$ cat config.mk
export PLATFORM = sky130hd
export DESIGN_NAME = combined_lcg_shuffle_rng_top
export DESIGN_NICKNAME = d
export VERILOG_FILES = /design/src/rtl/clsrng_pkg.sv /design/src/rtl/clsrng_mulmod.sv /design/src/rtl/clsrng_datapath.sv /design/src/rtl/clsrng_ctrl.sv /design/src/rtl/combined_lcg_shuffle_rng_top.sv
export SDC_FILE = /design/constraint.sdc
export NUM_CORES = 2
export LEC_CHECK = 0
export BUFFER_PORTS_ARGS = -buffer_cell sky130_fd_sc_hd__buf_4
export CORE_MARGIN = 3
export CORE_UTILIZATION = 56
export CTS_CLUSTER_SIZE = 8
export DETAILED_ROUTE_END_ITERATION = 8
export PLACE_DENSITY_LB_ADDON = 0.2
export SLEW_MARGIN = 20
export SYNTH_ARGS = -nofsm -noshare
export SYNTH_HDL_FRONTEND = slang
export SYNTH_SLANG_ARGS = --single-unit
$ cat constraint.sdc
create_clock -name clk_i -period 13.6 [get_ports clk_i]
set_clock_uncertainty 0.1 [all_clocks]
set_input_delay 1.36 -clock clk_i [delete_from_list [all_inputs] [get_ports clk_i]]
set_output_delay 1.36 -clock clk_i [all_outputs]
set_load 0.03 [all_outputs]
$ cat src/rtl/clsrng_pkg.sv
// Shared constants and control types for the combined LCG shuffle random number source.
// Used by every module under rtl; it depends on nothing else.
package clsrng_pkg;

  localparam int GEN_W  = 31;
  localparam int MULT_W = 16;
  localparam int OFS_W  = 8;
  localparam int FRAC_W = 32;

  // Each modulus is 2^31 minus a small offset, so a product folds back cheaply.
  localparam logic [GEN_W-1:0]  MOD1 = 31'd2147483563;
  localparam logic [OFS_W-1:0]  OFS1 = 8'd85;
  localparam logic [MULT_W-1:0] MUL1 = 16'd40014;
  localparam logic [OFS_W-1:0]  OFS2 = 8'd249;
  localparam logic [MULT_W-1:0] MUL2 = 16'd40692;

  localparam logic [GEN_W-1:0] RANGE_TOP  = 31'd2147483562;
  localparam logic [GEN_W-1:0] SEED_RESET = 31'd1;

  // n * 2^32 / MOD1 = 2n + (170 n) / MOD1, since 2^32 = 2 * MOD1 + 170.
  localparam int               FRAC_T_W     = 39;
  localparam logic [7:0]       FRAC_MUL     = 8'd170;
  localparam logic [FRAC_W-1:0] FRACTION_MAX = 32'd4294966780;
  // Smallest integer whose fraction would exceed FRACTION_MAX.
  localparam logic [GEN_W-1:0] FRAC_CLAMP_N = 31'd2147483306;

  localparam int DEFAULT_TABLE_DEPTH = 32;
  localparam int WARMUP_EXTRA        = 8;

  localparam int IN_TDATA_W  = 8;
  localparam int OUT_TDATA_W = 64;

  typedef struct packed {
    logic init_seed;  // load both generators from the seed, arm the warm-up count
    logic init_cap;   // capture one warm-up step of the first generator
    logic step_cap;   // capture one step of both generators
    logic diff_en;    // form the new number and refill the table slot
    logic frac_a_en;  // first fraction stage
    logic frac_b_en;  // second fraction stage
    logic out_load;   // load the output register
  } cmd_t;

  typedef struct packed {
    logic cnt_zero;   // the warm-up step being captured is the last one
    logic out_free;   // output register can take a new result this cycle
  } status_t;

endpackage

$ cat src/rtl/clsrng_mulmod.sv
// Modular multiply x * mul mod (2^31 - ofs), pipelined through a product register and a fold register.
// Uses clsrng_pkg widths; instantiated twice by clsrng_datapath.
module clsrng_mulmod (
  input  logic                              clk_i,
  input  logic [clsrng_pkg::GEN_W-1:0]      x_i,
  input  logic [clsrng_pkg::MULT_W-1:0]     mul_i,
  input  logic [clsrng_pkg::OFS_W-1:0]      ofs_i,
  output logic [clsrng_pkg::GEN_W-1:0]      y_o
);

  localparam int GW   = clsrng_pkg::GEN_W;
  localparam int MW   = clsrng_pkg::MULT_W;
  localparam int OW   = clsrng_pkg::OFS_W;
  localparam int PW   = GW + MW;
  localparam int HCW  = MW + OW;

  logic [PW-1:0]  prod_q;
  logic [HCW-1:0] hi_c;
  logic [GW:0]    fold_d, fold_q;
  logic [GW:0]    sum2, modulus;

  // Bits at and above 2^31 are worth ofs each, so fold them down twice.
  assign hi_c   = {{OW{1'b0}}, prod_q[PW-1:GW]} * {{MW{1'b0}}, ofs_i};
  assign fold_d = {{(GW+1-HCW){1'b0}}, hi_c} + {1'b0, prod_q[GW-1:0]};

  assign sum2    = {1'b0, fold_q[GW-1:0]} +
                   (fold_q[GW] ? {{(GW+1-OW){1'b0}}, ofs_i} : '0);
  assign modulus = {1'b1, {GW{1'b0}}} - {{(GW+1-OW){1'b0}}, ofs_i};

  always_ff @(posedge clk_i) begin
    prod_q <= {{MW{1'b0}}, x_i} * {{GW{1'b0}}, mul_i};
    fold_q <= fold_d;
  end

  always_comb begin
    if (sum2 >= modulus) begin
      y_o = GW'(sum2 - modulus);
    end else begin
      y_o = sum2[GW-1:0];
    end
  end

endmodule

$ cat src/rtl/clsrng_datapath.sv
// Datapath: seed register, both generators, shuffle table, slot index, fraction and
// output register. Depends on clsrng_pkg and clsrng_mulmod; driven by clsrng_ctrl.
module clsrng_datapath #(
  parameter int TABLE_DEPTH = clsrng_pkg::DEFAULT_TABLE_DEPTH
) (
  input  logic                                  clk_i,
  input  logic                                  rst_ni,
  input  logic                                  cfg_we_i,
  input  logic [clsrng_pkg::GEN_W-1:0]          cfg_data_i,
  input  clsrng_pkg::cmd_t                      cmd_i,
  output clsrng_pkg::status_t                   status_o,
  output logic                                  m_valid_o,
  input  logic                                  m_ready_i,
  output logic [clsrng_pkg::OUT_TDATA_W-1:0]    m_data_o
);

  localparam int GW     = clsrng_pkg::GEN_W;
  localparam int FW     = clsrng_pkg::FRAC_W;
  localparam int TW     = clsrng_pkg::FRAC_T_W;
  localparam int IDX_W  = (TABLE_DEPTH > 1) ? $clog2(TABLE_DEPTH) : 1;
  localparam int WARM   = TABLE_DEPTH + clsrng_pkg::WARMUP_EXTRA;
  localparam int CNT_W  = $clog2(WARM);
  localparam longint unsigned SLOT_DIV =
    64'd1 + 64'(clsrng_pkg::RANGE_TOP) / 64'(TABLE_DEPTH);
  localparam int SLOT_SH = GW + $clog2(SLOT_DIV);
  localparam int RCP_W   = 33;
  localparam int PROD_W  = GW + RCP_W;
  localparam logic [RCP_W-1:0] SLOT_RCP =
    RCP_W'(((64'd1 << SLOT_SH) + SLOT_DIV - 64'd1) / SLOT_DIV);

  logic [GW-1:0]    seed_q, seed_eff;
  logic [GW-1:0]    first_q, second_q, last_q;
  logic [GW-1:0]    y1, y2;
  logic [CNT_W-1:0] cnt_q;
  logic             cnt_zero;

  logic [GW-1:0]    tbl_mem [TABLE_DEPTH];
  logic [GW-1:0]    rd_q;
  logic             wr_en;
  logic [IDX_W-1:0] wr_addr;
  logic [GW-1:0]    wr_data;

  logic [PROD_W-1:0] last_ext, rcp_ext, slot_prod_q, slot_quo;
  logic [IDX_W-1:0]  slot_d, slot_q;

  logic [GW:0]      diff, wrap;
  logic [GW-1:0]    number_d;

  logic [TW-1:0]    t_q;
  logic [7:0]       e_q;
  logic [FW-1:0]    rem_q, e_c;
  logic             clamp_q;
  logic [FW-1:0]    frac;

  logic                                 out_valid_q;
  logic [clsrng_pkg::OUT_TDATA_W-1:0]   out_data_q;

  assign seed_eff = (seed_q == '0) ? GW'(1) : seed_q;
  assign cnt_zero = (cnt_q == '0);

  clsrng_mulmod u_gen1 (
    .clk_i (clk_i),
    .x_i   (first_q),
    .mul_i (clsrng_pkg::MUL1),
    .ofs_i (clsrng_pkg::OFS1),
    .y_o   (y1)
  );

  clsrng_mulmod u_gen2 (
    .clk_i (clk_i),
    .x_i   (second_q),
    .mul_i (clsrng_pkg::MUL2),
    .ofs_i (clsrng_pkg::OFS2),
    .y_o   (y2)
  );

  always_ff @(posedge clk_i or negedge rst_ni) begin
    if (!rst_ni) begin
      seed_q <= clsrng_pkg::SEED_RESET;
      cnt_q  <= '0;
    end else begin
      if (cfg_we_i) begin
        seed_q <= cfg_data_i;
      end
      if (cmd_i.init_seed) begin
        cnt_q <= CNT_W'(WARM - 1);
      end else if (cmd_i.init_cap && !cnt_zero) begin
        cnt_q <= cnt_q - CNT_W'(1);
      end
    end
  end

  always_ff @(posedge clk_i) begin
    if (cmd_i.init_seed) begin
      first_q  <= seed_eff;
      second_q <= seed_eff;
    end else if (cmd_i.init_cap) begin
      first_q <= y1;
    end else if (cmd_i.step_cap) begin
      first_q  <= y1;
      second_q <= y2;
    end
    if (cmd_i.init_cap && cnt_zero) begin
      last_q <= y1;
    end else if (cmd_i.diff_en) begin
      last_q <= number_d;
    end
  end

  // Slot index = last / SLOT_DIV by reciprocal multiply; exact for any 31-bit value.
  assign last_ext = {{RCP_W{1'b0}}, last_q};
  assign rcp_ext  = {{GW{1'b0}}, SLOT_RCP};
  assign slot_quo = slot_prod_q >> SLOT_SH;
  assign slot_d   = (slot_quo > PROD_W'(TABLE_DEPTH - 1)) ? IDX_W'(TABLE_DEPTH - 1)
                                                          : slot_quo[IDX_W-1:0];

  always_ff @(posedge clk_i) begin
    slot_prod_q <= last_ext * rcp_ext;
    slot_q      <= slot_d;
  end

  // Warm-up fills the table from the top slot down; a normal step refills the chosen slot.
  assign wr_en   = cmd_i.diff_en || (cmd_i.init_cap && (cnt_q < CNT_W'(TABLE_DEPTH)));
  assign wr_addr = cmd_i.diff_en ? slot_q : cnt_q[IDX_W-1:0];
  assign wr_data = cmd_i.diff_en ? first_q : y1;

  always_ff @(posedge clk_i) begin
    if (wr_en) begin
      tbl_mem[wr_addr] <= wr_data;
    end
    rd_q <= tbl_mem[slot_q];
  end

  // New number is the slot value minus the second generator, wrapped into 1..RANGE_TOP.
  assign diff = {1'b0, rd_q} - {1'b0, second_q};
  assign wrap = {1'b0, rd_q} + {1'b0, clsrng_pkg::RANGE_TOP} - {1'b0, second_q};
  assign number_d = (diff[GW] || (diff == '0)) ? wrap[GW-1:0] : diff[GW-1:0];

  assign e_c  = {{(FW-8){1'b0}}, t_q[TW-1:GW]} *
                {{(FW-clsrng_pkg::OFS_W){1'b0}}, clsrng_pkg::OFS1};
  assign frac = {last_q, 1'b0} + {{(FW-8){1'b0}}, e_q} +
                FW'(rem_q >= {1'b0, clsrng_pkg::MOD1});

  always_ff @(posedge clk_i) begin
    if (cmd_i.frac_a_en) begin
      t_q <= {{(TW-GW){1'b0}}, last_q} * {{(TW-8){1'b0}}, clsrng_pkg::FRAC_MUL};
    end
    if (cmd_i.frac_b_en) begin
      e_q     <= t_q[TW-1:GW];
      rem_q   <= {1'b0, t_q[GW-1:0]} + e_c;
      clamp_q <= (last_q >= clsrng_pkg::FRAC_CLAMP_N);
    end
    if (cmd_i.out_load) begin
      out_data_q <= {1'b0, (clamp_q ? clsrng_pkg::FRACTION_MAX : frac), last_q};
    end
  end

  always_ff @(posedge clk_i or negedge rst_ni) begin
    if (!rst_ni) begin
      out_valid_q <= 1'b0;
    end else if (cmd_i.out_load) begin
      out_valid_q <= 1'b1;
    end else if (m_ready_i) begin
      out_valid_q <= 1'b0;
    end
  end

  assign status_o.cnt_zero = cnt_zero;
  assign status_o.out_free = !out_valid_q || m_ready_i;
  assign m_valid_o = out_valid_q;
  assign m_data_o  = out_data_q;

endmodule

$ cat src/rtl/clsrng_ctrl.sv
// Controller state machine: request intake, re-initialization sequencing and step timing.
// Depends on clsrng_pkg; commands clsrng_datapath.
module clsrng_ctrl (
  input  logic                 clk_i,
  input  logic                 rst_ni,
  input  logic                 in_valid_i,
  output logic                 in_ready_o,
  input  logic                 req_i,
  input  logic                 cfg_we_i,
  input  clsrng_pkg::status_t  status_i,
  output clsrng_pkg::cmd_t     cmd_o
);

  typedef enum logic [2:0] {
    ST_IDLE,
    ST_INIT_SEED,
    ST_INIT_RUN,
    ST_STEP_RUN,
    ST_DIFF,
    ST_FRAC_A,
    ST_FRAC_B,
    ST_OUTPUT
  } state_e;

  localparam logic [1:0] PH_CAP = 2'd2;

  state_e     state_q;
  logic [1:0] phase_q;
  logic       armed_q;
  logic       accept;

  assign in_ready_o = (state_q == ST_IDLE);
  assign accept     = in_valid_i && in_ready_o;

  // Phase paces each step through the generator pipelines; a step is captured at PH_CAP.
  always_ff @(posedge clk_i or negedge rst_ni) begin
    if (!rst_ni) begin
      state_q <= ST_IDLE;
      phase_q <= '0;
      armed_q <= 1'b1;
    end else begin
      if (cfg_we_i) begin
        armed_q <= 1'b1;
      end else if (state_q == ST_INIT_SEED) begin
        armed_q <= 1'b0;
      end
      case (state_q)
        ST_IDLE: begin
          if (accept && req_i) begin
            if (armed_q) begin
              state_q <= ST_INIT_SEED;
            end else begin
              // The accept cycle already fed the pipelines.
              state_q <= ST_STEP_RUN;
              phase_q <= 2'd1;
            end
          end
        end
        ST_INIT_SEED: begin
          state_q <= ST_INIT_RUN;
          phase_q <= '0;
        end
        ST_INIT_RUN: begin
          if (phase_q == PH_CAP) begin
            phase_q <= '0;
            if (status_i.cnt_zero) begin
              state_q <= ST_STEP_RUN;
            end
          end else begin
            phase_q <= phase_q + 2'd1;
          end
        end
        ST_STEP_RUN: begin
          if (phase_q == PH_CAP) begin
            phase_q <= '0;
            state_q <= ST_DIFF;
          end else begin
            phase_q <= phase_q + 2'd1;
          end
        end
        ST_DIFF:   state_q <= ST_FRAC_A;
        ST_FRAC_A: state_q <= ST_FRAC_B;
        ST_FRAC_B: state_q <= ST_OUTPUT;
        ST_OUTPUT: begin
          if (status_i.out_free) begin
            state_q <= ST_IDLE;
          end
        end
        default: begin
          state_q <= ST_IDLE;
          phase_q <= '0;
        end
      endcase
    end
  end

  always_comb begin
    cmd_o           = '0;
    cmd_o.init_seed = (state_q == ST_INIT_SEED);
    cmd_o.init_cap  = (state_q == ST_INIT_RUN) && (phase_q == PH_CAP);
    cmd_o.step_cap  = (state_q == ST_STEP_RUN) && (phase_q == PH_CAP);
    cmd_o.diff_en   = (state_q == ST_DIFF);
    cmd_o.frac_a_en = (state_q == ST_FRAC_A);
    cmd_o.frac_b_en = (state_q == ST_FRAC_B);
    cmd_o.out_load  = (state_q == ST_OUTPUT) && status_i.out_free;
  end

endmodule

$ cat src/rtl/combined_lcg_shuffle_rng_top.sv
// Top level of the combined LCG random number source with Bays-Durham shuffle.
// Depends on clsrng_pkg, clsrng_ctrl, clsrng_datapath (and clsrng_mulmod below it).
//
//  Channel   Direction  Handshake                   Payload
//  s_axis    in         s_axis_tvalid/tready        tdata[0] request, [7:1] zero
//  m_axis    out        m_axis_tvalid/tready        tdata[30:0] number, [62:31] unit_fraction
//  cfg       in         cfg_valid_i/cfg_ready_o     cfg_data_i seed
//
// A request runs through the generator multiply (product and fold registers), the table
// update, and a three-stage fraction path that ends in the output register.
// The first request after reset or after a seed write also runs the warm-up through the
// first generator pipeline, which fills the shuffle table before the request's own step.
// The output register holds a finished result while a new request is accepted; a stalled
// output only stops the following request at its last stage. A request of 0 is accepted
// and changes nothing.
module combined_lcg_shuffle_rng_top #(
  parameter int TABLE_DEPTH = clsrng_pkg::DEFAULT_TABLE_DEPTH
) (
  input  logic                                 clk_i,
  input  logic                                 rst_ni,
  input  logic                                 s_axis_tvalid,
  output logic                                 s_axis_tready,
  input  logic [clsrng_pkg::IN_TDATA_W-1:0]    s_axis_tdata,   // [0] request
  output logic                                 m_axis_tvalid,
  input  logic                                 m_axis_tready,
  output logic [clsrng_pkg::OUT_TDATA_W-1:0]   m_axis_tdata,   // [30:0] number,
                                                               // [62:31] unit_fraction
  input  logic                                 cfg_valid_i,
  output logic                                 cfg_ready_o,
  input  logic [clsrng_pkg::GEN_W-1:0]         cfg_data_i
);

  clsrng_pkg::cmd_t    cmd;
  clsrng_pkg::status_t status;
  logic                cfg_we;

  // The user must write seeds only while the block is idle; not enforced, always taken.
  assign cfg_ready_o = 1'b1;
  assign cfg_we      = cfg_valid_i && cfg_ready_o;

  clsrng_ctrl u_ctrl (
    .clk_i      (clk_i),
    .rst_ni     (rst_ni),
    .in_valid_i (s_axis_tvalid),
    .in_ready_o (s_axis_tready),
    .req_i      (s_axis_tdata[0]),
    .cfg_we_i   (cfg_we),
    .status_i   (status),
    .cmd_o      (cmd)
  );

  clsrng_datapath #(
    .TABLE_DEPTH (TABLE_DEPTH)
  ) u_datapath (
    .clk_i      (clk_i),
    .rst_ni     (rst_ni),
    .cfg_we_i   (cfg_we),
    .cfg_data_i (cfg_data_i),
    .cmd_i      (cmd),
    .status_o   (status),
    .m_valid_o  (m_axis_tvalid),
    .m_ready_i  (m_axis_tready),
    .m_data_o   (m_axis_tdata)
  );

endmodule
## Word-level counts from Yosys, hierarchy flattened

Memory sizes are Yosys's and may differ from the RTL's. A register that Yosys moved wholly into a read port is not among the register bits.
Cells that the tools add are included.

- $add $sub $neg: 14
- Multipliers: 7
- $lt $le $gt $ge: 6
- Equality and inequality tests: 15
- Muxes and demuxes: 35
- Reduce and logical (&&, ||, !) cells: 28

Operator list:

| operator | count |
|---|---|
| 31-bit two-way mux | 13 |
| 32-bit by 31-bit >= comparator with 1-bit output (second input constant) | 3 |
| 24-bit by 31-bit adder with 32-bit output | 2 |
| 31-bit by 32-bit multiplier with 63-bit output (second input constant) | 1 |
| 31-bit subtractor (second input constant) | 2 |
| 31-bit by 15-bit multiplier with 46-bit output (second input constant) | 1 |
| 31-bit by 14-bit multiplier with 45-bit output (second input constant) | 1 |
| 31-bit by 7-bit multiplier with 38-bit output (second input constant) | 1 |
| 31-bit by 15-bit adder with 32-bit output | 1 |
| 31-bit by 7-bit adder with 32-bit output | 1 |
| 31-bit by 8-bit adder with 32-bit output | 1 |
| 32-bit by 1-bit adder with 32-bit output | 1 |
| 32-bit by 8-bit adder with 32-bit output | 1 |
| 32-bit logical NOT | 1 |
| 31-bit by 31-bit subtractor with 32-bit output | 1 |
| 31-bit adder (second input constant) | 1 |
| 31-bit >= comparator (second input constant) | 1 |
| 31-bit logical NOT | 1 |
| 31-bit subtractor | 1 |
| 16-bit by 8-bit multiplier with 24-bit output (second input constant) | 1 |
| 3-bit case mux with 8 select lines | 1 |
| 16-bit by 7-bit multiplier with 23-bit output (second input constant) | 1 |
| 8-bit by 7-bit multiplier with 15-bit output (second input constant) | 1 |
| 3-bit two-way mux | 5 |
| other kinds (28) | 61 |

- Bits in registers: 503
- RAM bits: 992
- Bits of input ports: 44
- Word-level logic and storage cells: 127
- Memories: 1

Memories:

| name | words | width | rd ports | clocked after memory_dff | wr ports | line | RTL |
|---|---|---|---|---|---|---|---|
| u_datapath.tbl_mem | 32 | 31 | 1 | 1 | 1 | clsrng_datapath.sv:37 | `logic [GW-1:0] tbl_mem [TABLE_DEPTH];` |

## Logic depth before layout (Yosys ltp)

- Depth after elaboration: 7
- Mapped depth: 29
- Depth with buffers taken out: 29

## Modules after synthesis

A second synthesis with hierarchy kept.

- Cell total of the unflattened synthesis: 9657
- Area, all modules: 112024.9 um^2

Modules (own cells, without submodules):

| module | instances | cells each | area each (um^2) | seq. area each (um^2) |
|---|---|---|---|---|
| clsrng_datapath | 1 | 3816 | 61442.7 | 38608.3 |
| clsrng_mulmod at u_datapath.u_gen2 | 1 | 2921 | 25230.4 | 1581.5 |
| clsrng_mulmod at u_datapath.u_gen1 | 1 | 2873 | 24933.9 | 1581.5 |
| clsrng_ctrl | 1 | 45 | 406.6 | 151.4 |
| combined_lcg_shuffle_rng_top | 1 | 2 | 11.3 | 0.0 |

## Least setup slack after synthesis

No wires, ideal clock.

- Kind: register to register
- Start: reg u_datapath.second_q[5]
- End: reg u_datapath.u_gen2.prod_q[42]
- Arrival: 6.097 ns
- Setup slack: 7.283 ns
- Stages on the path, launching flop included: 20
- Cell sequence: edfxtp_1 -> fa_1 -> fa_1 -> fa_1 -> fa_1 -> fa_1 -> inv_1 -> fa_1 -> inv_1 -> ha_1 -> nand4_1 -> or2_2 -> o311ai_0 -> a21oi_1 -> o211ai_1 -> a41o_1 -> a21o_1 -> a31oi_1 -> o31a_1 -> xnor2_1

- Word-level cells in the longest chain between the ends: 1

Ends and longest elaborated chain:

| item | line | RTL |
|---|---|---|
| start, declared | clsrng_datapath.sv:32 | `logic [GW-1:0] first_q, second_q, last_q;` |
| start signal, assigned | clsrng_datapath.sv:101 | `second_q <= y2;` |
| 31-bit by 14-bit multiplier with 45-bit output | clsrng_mulmod.sv:31 | `prod_q <= {{MW{1'b0}}, x_i} * {{GW{1'b0}}, mul_i};` |
| end signal, assigned | clsrng_mulmod.sv:31 |  |
| end, declared | clsrng_mulmod.sv:17 | `logic [PW-1:0] prod_q;` |

Every way passes these cells.
A chain may end at the register's enable or synchronous reset.

## Worst setup path in the final report

- Start: reg u_datapath.second_q[3]
- End: reg u_datapath.u_gen2.prod_q[42]

The elaborated chain is that of the path after synthesis.

==> impl_metrics.tcl <==
set metrics [dict create \
    final_max_slew_viol_count 0 \
    cts_buffers 205 \
    grt-ovfl-total 0 \
    synth-seq-cells 1467 \
    clkSlewWorstSetupHoldPaths_ns 0.06 \
    drtPass1Iterations 5 \
    grt_start_max_net_pins 114 \
    synth_warnings 0 \
    path_delay_family "adder cells" \
    vias 54200 \
    cts_tree "yes" \
    cts.path.max_buffers 3 \
    drc 0 \
    die_y_um 404 \
    finalNetCount 8305 \
    max_clock_freq_ghz 0.136 \
    worstReg2RegStart "u_datapath.second_q[3]$_DFFE_PP_" \
    crit_arrival_ns 7.94 \
    worstSetupPathType "flop to flop" \
    grt_antenna_before_repair 7 \
    grt_pass1_wl_um 346000 \
    clock_latency_ns 0.87 \
    period_needed_ns 7.33 \
    synth_enable_flop_cells 1226 \
    wl_um 229000 \
    ys.flop_type "edfxtp_1" \
    slew_headroom_pct 16.5 \
    root_buffer "clkbuf_16" \
    synth_cell_types 89 \
    portBuffers 101 \
    pin_count 111 \
    status "finished clean" \
    synth-async-reset-ratio_pct 3.00 \
    cap_violations 0 \
    core_area_um2 157000 \
    final_common_cell "edfxtp_1" \
    endpoint_kind "flop" \
    final_cell_mix "1226 x edfxtp_1, 1141 x inv_1, 844 x ha_1, 512 x fa_1, 310 x mux4_2" \
    period_share_pct 53.9 \
    synth_fp_nets 8058 \
    finalSetupTns_ns 0 \
    place_congestion 0.946 \
    area_growth_pct 11.3 \
    grt_setup_unrepaired "no" \
    crit_path_top_delay_cell "edfxtp_1" \
    grt_usage_pct 28.6 \
    postCtsSetupRepairBufs 0 \
    hold_violations 0 \
    cts_resized 0 \
    rows 145 \
    tightest_slew_ns 1.24 \
    path_max_fanout 8 \
    vias_per_cell 5.98 \
    holdBufCountCts 0 \
    dp_hpwl_um 161000 \
    cts_max_level 4 \
    drtIter0Drc 5145 \
    critical_path.startpoint "u_datapath.second_q[3]$_DFFE_PP_" \
    netlist_area_um2 88700 \
    cpPeakStageDelay_ns 0.73 \
    path_buf_inv 6 \
    ant_nets 0 \
    worstPathCellList "inv_1, fa_1, inv_1, fa_1, inv_1, fa_1, inv_1, fa_1, fa_1, inv_1, fa_1, inv_1, ha_1, nand4_1, or2_2, o311ai_0, a21oi_1, o211ai_1, a41o_1, a21o_1, a31oi_1, o31a_1, xnor2_1" \
    wl_per_cell_um 25.3 \
    setup_violations 0 \
    grt_pass1_vias 54600 \
    worstHoldPathType "flop to flop" \
    required_ns 14.21 \
    start_util_pct 56.6 \
    dieArea_um2 163000 \
    fp.dieW_um 404 \
    cts_sinks 1467 \
    syn_inst 6658 \
    synth_area_per_cell_um2 13.3 \
    startpoint_type "flop" \
    yosysSeqAreaShare_pct 47.2 \
    drive_gt1_share_pct 13.1 \
    fillCellCount 11700 \
    worstHoldStart "u_datapath.u_gen1.prod_q[31]$_DFF_P_" \
]
-- cells in the mapped netlist, drive strengths merged, types with 64 or more instances --
cell type	n	share of area [%]
mux2	64	0.82
nand2	225	0.95
nor3	71	0.41
clkbuf	107	0.45
nor2	228	0.97
mux4	310	7.9
dfxtp	197	4.4
xor2	91	0.90
inv	1141	4.8
o21ai	226	1.3
xnor2	255	2.5
nand3	100	0.56
fa	512	12
ha	844	12
nand2b	64	0.45
edfxtp	1226	42
a21oi	233	1.3
a21o	99	0.84
-- through the flow --
| stage | worst slack (ns) | instance area [µm²] | hold WS (ns) | utilization, % | std cells |
|---|---|---|---|---|---|
| floorplan | 7.28 | 88700 | 0.234 | - | 6658 |
| global placement | 6.25 | 92400 | 0.261 | 59.0 | 8753 |
| detailed placement | 6.26 | 92500 | 0.267 | 59.0 | 8754 |
| CTS | 6.27 | 98500 | 0.279 | 62.8 | 9057 |
| global route | 5.78 | 98700 | 0.289 | 63.0 | 9059 |
| finish | 6.27 | 98700 | 0.281 | 63.0 | 9062 |
-- registers in the layout (all words and copies together), names as in the netlist, 2 cells and up --
| register | count |
|---|---|
| u_datapath.rem_q | 32 |
| u_datapath.u_gen1.prod_q | 46 |
| u_datapath.u_gen2.fold_q | 32 |
| u_datapath.slot_q | 5 |
| u_datapath.cnt_q | 6 |
| u_datapath.t_q | 38 |
| u_datapath.second_q | 31 |
| u_datapath.e_q | 7 |
| u_datapath.u_gen1.fold_q | 32 |
| u_datapath.last_q | 31 |
| u_datapath.m_data_o | 63 |
| u_datapath.tbl_mem | 992 |
| u_ctrl.state_q | 3 |
| u_datapath.first_q | 31 |
| u_datapath.seed_q | 31 |
| u_ctrl.phase_q | 2 |
| u_datapath.slot_prod_q | 6 |
| u_datapath.rd_q | 31 |
| u_datapath.u_gen2.prod_q | 45 |
-- metal layers --
metal  track usage [%]  share of wire (%)  routed length [µm]
met1              40.7                 42               95800
met2              45.4                 47              108000
met3              5.27                8.2               18800
met4              7.91                2.7                6190
met5                 0                  0                   0
-- cell type report --
cell class	instances	area (µm²)	share of cell area (%)
Inverter	1142	4290	4.34
Sequential cell	1467	41900	42.4
Clock buffer	285	5540	5.62
Clock inverter	18	453	0.459
Tap cell	2058	2570	2.61
Antenna cell	3	7.51	0.00761
Timing Repair Buffer	183	1440	1.46
Multi-Input combinational cell	3906	42500	43.1
-- path summary, 6_finish.rpt --
| kind | cells past startpoint | slack, ns | to |
|---|---|---|---|
| hold reg to reg | 0 | 0.28 | u_datapath.u_gen1.fold_q[0]$_DFF_P_ |
| max in group asynchronous | 1 | 12.33 | u_datapath.seed_q[14]$_DFFE_PN0P_ |
| setup reg to reg | 23 | 6.27 | u_datapath.u_gen2.prod_q[42]$_DFF_P_ |
| min in group asynchronous | 1 | 0.50 | u_datapath.seed_q[18]$_DFFE_PN0P_ |
| setup / recovery | 23 | 6.27 | u_datapath.u_gen2.prod_q[42]$_DFF_P_ |
| hold / removal | 0 | 0.28 | u_datapath.u_gen1.fold_q[0]$_DFF_P_ |
-- kinds of logic after synthesis --
| kind of cell | after synthesis | share of synthesized area, % |
|---|---|---|
| AOI/OAI and AO/OA | 861 | 6.14 |
| and+or+nand+nor | 937 | 5.23 |
| muxes | 404 | 9.03 |
| buffers and inverters | 1285 | 5.49 |
| xor gates and xnor gates | 346 | 3.42 |
| other | 2 | 0.00847 |
| adders and majority gates | 1356 | 23.5 |
| DFF | 1467 | 47.2 |
-- worst register-to-register path, delay by kind of cell (launching register included) --
kind            cells  cell delay [ns]
compound gates      7             1.96
xor+xnor            1             0.13
fa+ha+maj           7             3.07
buf+inv             6             0.69
flops               1             0.73
simple gates        2             0.56
Power is not shown: default switching activity piles up to over one toggle a cycle in this logic, so the estimate is an artifact.
